**config.mk**
```make
export PLATFORM = sky130hd
export DESIGN_NAME = flos_search
export DESIGN_NICKNAME = d
export VERILOG_FILES = /design/src/rtl/flos_pkg.sv /design/src/rtl/flos_search.sv
export SDC_FILE = /design/constraint.sdc
export NUM_CORES = 1
export LEC_CHECK = 0
export BUFFER_PORTS_ARGS = -buffer_cell sky130_fd_sc_hd__clkbuf_2
export CELL_PAD_IN_SITES_DETAIL_PLACEMENT = 0
export CELL_PAD_IN_SITES_GLOBAL_PLACEMENT = 1
export CORE_ASPECT_RATIO = 0.5
export CORE_UTILIZATION = 43
export DETAILED_ROUTE_END_ITERATION = 7
export PLACE_DENSITY = 0.92
export SYNTH_ARGS = -nofsm -noshare
export SYNTH_HDL_FRONTEND = slang
export SYNTH_SLANG_ARGS = --single-unit
```
**constraint.sdc**
```tcl
create_clock -name clk -period 10.5 [get_ports clk]
set_clock_uncertainty 0.2 [all_clocks]
set_input_delay 1.05 -clock clk [delete_from_list [all_inputs] [get_ports clk]]
set_output_delay 1.05 -clock clk [all_outputs]
set_load 0.01 [all_outputs]
```
**src/rtl/flos_pkg.sv**
```systemverilog
package flos_pkg;

  localparam int DEPTH      = 1024;
  localparam int ELEM_WIDTH = 32;
  localparam int AW         = $clog2(DEPTH);
  localparam int LW         = AW + 1;
  localparam int PW         = AW + 2;
  localparam int POS_W      = 11;
  localparam int LEN_W      = 11;

  typedef logic [AW-1:0]                addr_t;
  typedef logic [LW-1:0]                len_t;
  typedef logic signed [PW-1:0]         pos_t;
  typedef logic signed [ELEM_WIDTH-1:0] elem_t;

  typedef enum logic {
    OP_WRITE = 1'b0,
    OP_QUERY = 1'b1
  } op_t;

  typedef enum logic {
    S_IDLE,
    S_SEARCH
  } state_t;

  typedef struct packed {
    logic  start;
    len_t  len;
    elem_t key;
  } srch_cmd_t;

  typedef struct packed {
    logic busy;
    pos_t hit;
  } srch_stat_t;

endpackage

```
**src/rtl/flos_search.sv**
```systemverilog
module flos_search
  import flos_pkg::*;
(
  input  logic       clk,
  input  logic       rst_n,
  input  logic       rightmost,
  input  srch_cmd_t  cmd,
  output addr_t      rd_addr,
  input  elem_t      rd_data,
  output srch_stat_t stat
);

  logic active_r, active_nxt;
  pos_t lo_r, lo_nxt;
  pos_t hi_r, hi_nxt;
  pos_t hit_r, hit_nxt;
  pos_t mid_r, mid_nxt;
  logic go;

  always_comb begin
    lo_nxt  = lo_r;
    hi_nxt  = hi_r;
    hit_nxt = hit_r;
    if (cmd.start) begin
      lo_nxt  = '0;
      hi_nxt  = $signed({1'b0, cmd.len}) - pos_t'(1);
      hit_nxt = '1;
    end else if (active_r) begin
      if (rd_data == cmd.key) begin
        hit_nxt = mid_r;
        if (rightmost) begin
          lo_nxt = mid_r + pos_t'(1);
        end else begin
          hi_nxt = mid_r - pos_t'(1);
        end
      end else if (rd_data < cmd.key) begin
        lo_nxt = mid_r + pos_t'(1);
      end else begin
        hi_nxt = mid_r - pos_t'(1);
      end
    end
    go         = (lo_nxt <= hi_nxt);
    mid_nxt    = pos_t'(lo_nxt + hi_nxt) >>> 1;
    active_nxt = (cmd.start || active_r) && go;
  end

  always_ff @(posedge clk) begin
    if (!rst_n) begin
      active_r <= 1'b0;
    end else begin
      active_r <= active_nxt;
    end
  end

  always_ff @(posedge clk) begin
    lo_r  <= lo_nxt;
    hi_r  <= hi_nxt;
    hit_r <= hit_nxt;
    mid_r <= mid_nxt;
  end

  assign rd_addr   = mid_nxt[AW-1:0];
  assign stat.busy = active_r;
  assign stat.hit  = hit_r;

endmodule

```
==> results of run 1 <==
==> per-stage QoR <==
| stage | cells | total power (W) | instance area [um^2] |
|---|---|---|---|
| 2_1_floorplan | 500 | 0.000550 | 4130 |
| 3_3_place_gp | 687 | 0.000621 | 4590 |
| 3_5_place_dp | 687 | 0.000622 | 4590 |
| 4_1_cts | 694 | 0.000804 | 4740 |
| 5_1_grt | 694 | 0.000861 | 4740 |
| 6_report | 694 | 0.000807 | 4740 |
==> layout make-up <==
type                       instances  share of cell area
tap                              117              0.0309
sequential                        47               0.198
clock inverter                     1             0.00633
inverter                          48              0.0380
multi-input combinational        372               0.590
clock buffer                       6              0.0272
timing repair buffer             103               0.110
==> worst max-delay path by stage <==
stage,from,to,slack (ns),depth (start not counted)
finish,cmd[31],rd_addr[9],3.39,21
global route,cmd[31],rd_addr[9],3.01,21
CTS,cmd[31],rd_addr[9],3.34,21
detailed placement,cmd[31],rd_addr[9],3.40,21
global placement,cmd[31],rd_addr[9],3.48,21
floorplan,cmd[14],rd_addr[9],4.39,21
==> layout by cell type (no fill, tap or decap), types with 3 or more instances in the layout <==
| master | n |
|---|---|
| nand4_1 | 12 |
| xnor2_1 | 17 |
| inv_1 | 48 |
| nor3_1 | 13 |
| a211oi_2 | 9 |
| nor3_2 | 3 |
| nor4_1 | 9 |
| o21ai_0 | 9 |
| a21o_1 | 6 |
| mux2i_1 | 3 |
| o21a_1 | 3 |
| clkbuf_2 | 101 |
| clkbuf_16 | 5 |
| o21bai_1 | 5 |
| or4_1 | 3 |
| a221o_1 | 3 |
| nand3_1 | 24 |
| nor2b_1 | 5 |
| dfxtp_1 | 47 |
| nand2b_1 | 3 |
| ha_1 | 58 |
| xor2_1 | 16 |
| o311a_1 | 4 |
| nand2_1 | 46 |
| nor2_1 | 30 |
| o211ai_1 | 11 |
| a21oi_1 | 25 |
| a221oi_1 | 5 |
==> power groups by stage <==
stage	clock (W)	sequential [W]	combinational, W
5_1_grt	0.000190	0.000276	0.000394
6_report	0.000178	0.000273	0.000356
3_5_place_dp	0	0.000274	0.000348
2_1_floorplan	0	0.000236	0.000315
4_1_cts	0.000179	0.000271	0.000354
3_3_place_gp	0	0.000275	0.000346
==> logic make-up after synthesis <==
kind of cell    Yosys count
mux                       4
xor+xnor                 33
fa+ha+maj                59
buf+inv                  81
compound gates          112
simple gates            164
flops                    47
==> worst min-delay path: cells and delay by family, from the launching register on <==
kind             cells  cell delay [ns]
flip-flops           1             0.31
AND/OR/NAND/NOR      2             0.11
==> per-layer routing <==
metal | share of wire | vias up
met5 | 0 | -
met4 | 0.019 | 0
met3 | 0.072 | 18
met2 | 0.41 | 142
met1 | 0.50 | 1685
li1 | - | 1946
==> sequential cells by signal, summed over array words and instances (netlist names) <==
name and cells:
mid_r 11, lo_r 12, active_r 1, hit_r 11, hi_r 12
==> run_results.csv, run 1 <==
group,metric,value,unit
worst_setup_path,path_max_fanout,20,
pwr,pwr-share-comb,0.441,
floorplan,ioPinCount,102,
floorplan,dieWidth,141,um
clock_network,max-clock-path-buffers,2,
final_layout,area_delta_synth_final,14.8,%
clock_network,clkTransAtPathRegs,0.06,ns
global_route,antenna_found_initial,0,
worst_setup_path,cp-end-kind,"primary output",
pwr,p_per_area,170,nW/um^2
worst_hold_path,min_delay_worst_endpoint,"hit_r[7]",
yosys,synth_cells,500,
timing,setup_tns,0,ns
clock_network,hold_buffers,0,
global_route,grt_busiest_layer,"met2",
yosys,post_synth_and_or_nand_nor_area_fraction,0.202,
yosys,ys_async_sr_fraction,0,
placement,portBuffers,101,
routing,avgRoutedWirePerCell,14.7,um
global_route,met1_usage,0.290,
final_layout,layout.nets,715,
routing,route.detailed.drc,0,
global_route,grt_max_degree,39,
pwr,power.switching,0.000333,W
pwr,leakagePower,2.26,nW
yosys,synth_top_family_by_area,"compound AO/OA/AOI/OAI gates",
yosys,synth_top_cell_area_share,0.228,
timing,clock.fmax,0.141,GHz
floorplan,rows,24,
placement,dp_hpwl,7980,um
yosys,avgSynthCellArea,8.27,um^2
timing,setup_viol,0,
yosys,yosysMostFrequentCell,"ha_1",
worst_setup_path,path_class,"primary input to primary output",
yosys,syn_nets,638,
worst_setup_path,cp_top_family,"compound AO/OA/AOI/OAI gates",
timing,rsz0062_at_grt,"no",
clock_network,cts_htree_levels,2,
timing,drv_slew,0,
yosys,synth_area_leaders,"dfxtp_1 (23%), ha_1 (18%), inv_1 (4.4%)",
floorplan,initial_core_util,0.459,
global_route,gr-usage-all-layers,0.210,
timing,relSlewSlack,0.257,
clock_network,cts_tree,"yes",
worst_setup_path,arrival,5.86,ns
routing,drt-pass1-iter-count,5,
floorplan,coreArea,9010,um^2
worst_setup_path,rr_worst_depth,16,
timing,fin_crit,7.11,ns
pwr,p_int,0.000474,W
final_layout,multi_input_area,2800,um^2
floorplan,die_h,71.3,um
yosys,yosys_warnings,0,
yosys,synth-seq-area-share,0.228,
pwr,power_frac_seq,0.338,
worst_setup_path,slowest_delay,0.87,ns
timing,fin_ws,3.39,ns
timing,period_share,0.677,
worst_hold_path,worstHoldPathCells,2,
floorplan,fp.dieArea,10000,um^2
worst_setup_path,worstPathCellList,"clkbuf_2 -> inv_1 -> ha_1 -> nand4_2 -> nor3_2 -> a221o_1 -> or4_1 -> o211ai_2 -> nor2b_1 -> o21a_1 -> ha_1 -> inv_1 -> fa_1 -> o21bai_1 -> a21oi_1 -> o21bai_1 -> a21oi_1 -> o21ai_0 -> a211o_1 -> nand3_1 -> clkbuf_2",
pwr,vdd_drop_max,0.0834,mV
routing,finalWirelength,10200,um
global_route,grt_pass1_vias,3588,
yosys,syn_area,4130,um^2
final_layout,nFillCells,870,
worst_setup_path,path_buf_inv,4,
global_route,grt.met2_usage,0.334,
outcome,outcome,"complete, no violations",
clock_network,cts_made_buffers,5,
worst_setup_path,crit_slowest_cell,"o211ai_2",
yosys,synth_compound_area_frac,0.215,
yosys,yosysTopAreaCell,"dfxtp_1",
final_layout,fin_util,0.527,
timing,tightest_slew,1.11,ns
routing,viasPerCell,5.46,
worst_setup_path,worstSetupStartpointType,"primary input",
routing,ant_nets,0,
final_layout,seqCellArea,941,um^2
yosys,synth_mux_area_frac,0.00999,
yosys,yosys.area_share.xor_xnor,0.0699,
timing,whs,0.271,ns
yosys,synthAdderAreaFrac,0.180,
pwr,power_switching_share,0.412,
run,drv_cap,0,
placement,pre_cts_ws,3.40,ns
pwr,clkPwrFrac,0.220,
final_layout,drive_gt1_frac,0.234,
yosys,synthFlopType,"dfxtp_1",
worst_setup_path,ff2ff_setup_slack,6.21,ns
worst_setup_path,reg2reg_from,"active_r",
routing,drt_iter0_drc,198,
clock_network,root_buffer,"clkbuf_16",
final_layout,antennaDiodeCount,0,
yosys,ys_top_cells_by_count,"ha_1 (58), inv_1 (48), dfxtp_1 (47)",
clock_network,cts_setup_buffers,0,
worst_hold_path,hold_path.class,"register to register",
global_route,grt_pass1_wl,16900,um
global_route,globalRouteMet3Util,0.0368,
placement,gp_congestion,0.862,
routing,vias,3791,
worst_setup_path,r2r_end,"mid_r[9]",
yosys,ys_types,71,
yosys,synth_seq_cells,47,
timing,hold_viol_final,0,
yosys,synth-edff-count,0,
worst_setup_path,crit_required,9.25,ns
clock_network,clock_latency,0.29,ns
global_route,overflow,0,
clock_network,clock_sinks,47,
clock_network,cts_resized,0,
worst_hold_path,min_from,"hit_r[7]",
Power figures use the tool's default switching activity.
==> run 2: changes to the inputs <==
Settings changed: ABC_AREA set to 1, CORE_UTILIZATION 43 to 35, PLACE_DENSITY 0.92 to 0.82.
Clock period 10.5 ns to 5.92 ns, I/O delays scaled along.
==> run 2 against run 1 <==
Net effect:
- the flow now finishes with violations (DRC)
- largest power group unchanged
- register-to-register slack worse by 4.8 ns
- largest cell class unchanged
- via count is 25% higher
- combinational power is 91% higher
- final area is 13% higher
- critical endpoint is now rd_addr[8]
- highest routed layer unchanged
==> run_results.csv, run 2 <==
group,metric,value,unit
pwr,power_frac_seq,0.309,
timing,drv_slew,0,
worst_setup_path,crit_top_cell,"nand2_2",
timing,setup_viol,0,
final_layout,biggestRegsByFlops,"hi_r x12, lo_r x12",
placement,portBuffers,101,
worst_hold_path,min_from,"hit_r[4]",
routing,finalWirelength,13200,um
timing,rsz0062_at_grt,"no",
worst_setup_path,slowest_delay,0.47,ns
floorplan,ioPinCount,102,
clock_network,clock_sinks,47,
final_layout,multi_input_area,3120,um^2
final_layout,antennaDiodeCount,0,
pwr,power_switching_share,0.446,
pwr,power.switching,0.000638,W
final_layout,layout.nets,922,
floorplan,rows,29,
global_route,overflow,0,
worst_setup_path,path_class,"primary input to primary output",
global_route,antenna_found_initial,0,
clock_network,cts_tree,"yes",
worst_setup_path,cp-end-kind,"primary output",
yosys,yosys_warnings,0,
worst_setup_path,path_buf_inv,6,
clock_network,clkTransAtPathRegs,0.06,ns
worst_setup_path,worstSetupStartpointType,"primary input",
worst_setup_path,crit_path_start,"cmd[31]",
worst_setup_path,rr_worst_depth,14,
worst_hold_path,hold_path.class,"register to register",
final_layout,final_cell_mix,"nand2_1 (156), inv_1 (106), clkbuf_2 (101), a21oi_1 (67), ha_1 (58)",
timing,clock.fmax,0.198,GHz
pwr,clkPwrFrac,0.215,
worst_setup_path,worstPathCellList,"clkbuf_2 -> inv_1 -> ha_1 -> nand2_2 -> nor2_2 -> nand2_2 -> nor3_4 -> nand2_2 -> nor2_4 -> inv_2 -> o221ai_1 -> o21ai_1 -> nand2_2 -> inv_2 -> ha_1 -> inv_1 -> a21oi_1 -> o21ai_0 -> a21oi_1 -> o21ai_0 -> xor2_1 -> clkbuf_2",
global_route,gr-usage-all-layers,0.195,
yosys,syn_nets,844,
global_route,grt_pass1_vias,4459,
yosys,ys_top_cells_by_count,"nand2_1 (156), inv_1 (106), a21oi_1 (67)",
yosys,synthFlopType,"dfxtp_1",
final_layout,final_common_cell,"nand2_1",
worst_setup_path,cp_top_family,"compound AO/OA/AOI/OAI gates",
routing,drt-pass1-iter-count,7,
final_layout,drive_gt1_frac,0.189,
floorplan,fp.dieArea,13900,um^2
clock_network,root_buffer,"clkbuf_16",
yosys,syn_area,4690,um^2
placement,gp_congestion,0.900,
yosys,synth_area_leaders,"dfxtp_1 (20%), ha_1 (15%), nand2_1 (12%)",
worst_hold_path,worstHoldPathCells,2,
routing,ant_nets,0,
yosys,synth_cells,706,
outcome,violations,"DRC",
worst_setup_path,r2r_end,"mid_r[10]",
global_route,grt_max_degree,27,
floorplan,die_h,83.9,um
clock_network,max-clock-path-buffers,2,
pwr,finalPower,0.00143,W
clock_network,clock_latency,0.30,ns
yosys,synth-edff-count,0,
clock_network,cts_setup_buffers,0,
final_layout,area_delta_synth_final,14.5,%
run,drv_cap,0,
timing,fin_crit,5.06,ns
clock_network,hold_buffers,0,
worst_setup_path,path_max_fanout,24,
routing,viasPerCell,4.97,
pwr,p_per_area,266,nW/um^2
clock_network,cts_made_buffers,5,
global_route,grt_pass1_wl,21600,um
timing,relSlewSlack,0.479,
yosys,ys_async_sr_fraction,0,
yosys,yosysMostFrequentCell,"nand2_1",
worst_setup_path,arrival,4.27,ns
final_layout,seqCellArea,941,um^2
clock_network,cts_resized,0,
yosys,synth-seq-area-share,0.201,
yosys,avgSynthCellArea,6.64,um^2
floorplan,coreArea,12900,um^2
clock_network,cts_htree_levels,2,
timing,tightest_slew,0.780,ns
routing,vias,4746,
placement,dp_hpwl,10700,um
final_layout,nFillCells,1353,
worst_setup_path,crit_required,5.13,ns
routing,route.detailed.drc,12,
timing,period_share,0.854,
worst_setup_path,ff2ff_setup_slack,1.38,ns
floorplan,dieWidth,166,um
floorplan,initial_core_util,0.364,
worst_setup_path,crit_slowest_cell,"o21ai_0",
routing,avgRoutedWirePerCell,13.8,um
yosys,ys_types,46,
yosys,synth_top_cell_area_share,0.201,
pwr,p_int,0.000792,W
yosys,synth_seq_cells,47,
pwr,leakagePower,2.97,nW
worst_hold_path,min_delay_worst_endpoint,"hit_r[4]",
timing,setup_tns,0,ns
yosys,yosysTopAreaCell,"dfxtp_1",
timing,hold_viol_final,0,
pwr,vdd_drop_max,0.192,mV
outcome,outcome,"complete, but fails checks",
worst_setup_path,reg2reg_from,"active_r",
routing,drt_iter0_drc,274,
pwr,pwr-share-comb,0.476,
==> run 2: cell types whose count changed after synthesis, moves of 9 or more <==
cell,change
a21oi_1,+42
nor2_1,+10
xor2_1,+11
inv_1,+58
a211oi_2,-9
xnor2_1,-14
o21ai_0,+23
nand3_1,+16
nand2_2,+14
nand2_1,+110
==> run 2: per-stage QoR <==
step	cells	util	setup WS [ns]	cell area (um^2)	hold slack, ns
final	955	0.417	0.863	5370	0.276
after detailed placement	947	0.405	0.886	5210	0.262
after global routing	955	0.417	0.517	5370	0.295
after floorplan	706	-	1.61	4690	0.268
after global placement	947	0.405	0.952	5210	0.257
after CTS	955	0.417	0.868	5370	0.279
==> run 2: how the worst max path moves through the flow <==
stage / endpoint / slack [ns] / cells after the start
floorplan: rd_addr[7] / 1.61 / 23
global placement: rd_addr[7] / 0.95 / 23
detailed placement: rd_addr[8] / 0.89 / 24
CTS: rd_addr[8] / 0.87 / 24
global route: rd_addr[8] / 0.52 / 22
finish: rd_addr[8] / 0.86 / 22
==> run 2: cell families (layout without fill, tap and decap cells) <==
group,Yosys count,count (layout),synth area share
flops,47,47,0.201
mux,1,1,0.00213
fa+ha+maj,59,59,0.159
buf+inv,144,223,0.134
simple gates,280,280,0.265
xor+xnor,30,30,0.0560
compound gates,145,145,0.183
==> run 2: worst reg2reg max path, stage by stage (launching register included) <==
cell     delay [ns]
dfxtp_1        0.59
inv_1          0.40
nor2_1         0.62
inv_1          0.32
o21ai_1        0.28
inv_1          0.09
ha_1           0.37
inv_1          0.13
nor3_1         0.18
a21oi_1        0.11
o21ai_0        0.47
a21oi_1        0.19
nor2_1         0.25
nor2_1         0.08
xor2_1         0.14
==> run 2: layout make-up <==
cell class                      instances  area share
Multi-Input combinational cell        515       0.582
Sequential cell                        47       0.175
Timing Repair Buffer                  102      0.0955
Inverter                              113      0.0790
Tap cell                              170      0.0396
Clock buffer                            8      0.0291
==> run 2: per-layer routing <==
layer  vias to the layer above  global-route usage  part of all wire
met1                      2151               0.264              0.50
met3                        20              0.0375             0.060
met5                         -                   0                 0
met4                         0              0.0637             0.021
met2                       125               0.311              0.42
li1                       2450                   -                 -
==> run 2: power groups by stage <==
stage	logic [W]	registers [W]	clock network, W
CTS	0.000680	0.000439	0.000312
finish	0.000680	0.000442	0.000308
floorplan	0.000545	0.000414	0
global placement	0.000672	0.000446	0
detailed placement	0.000677	0.000446	0
global route	0.000761	0.000449	0.000328
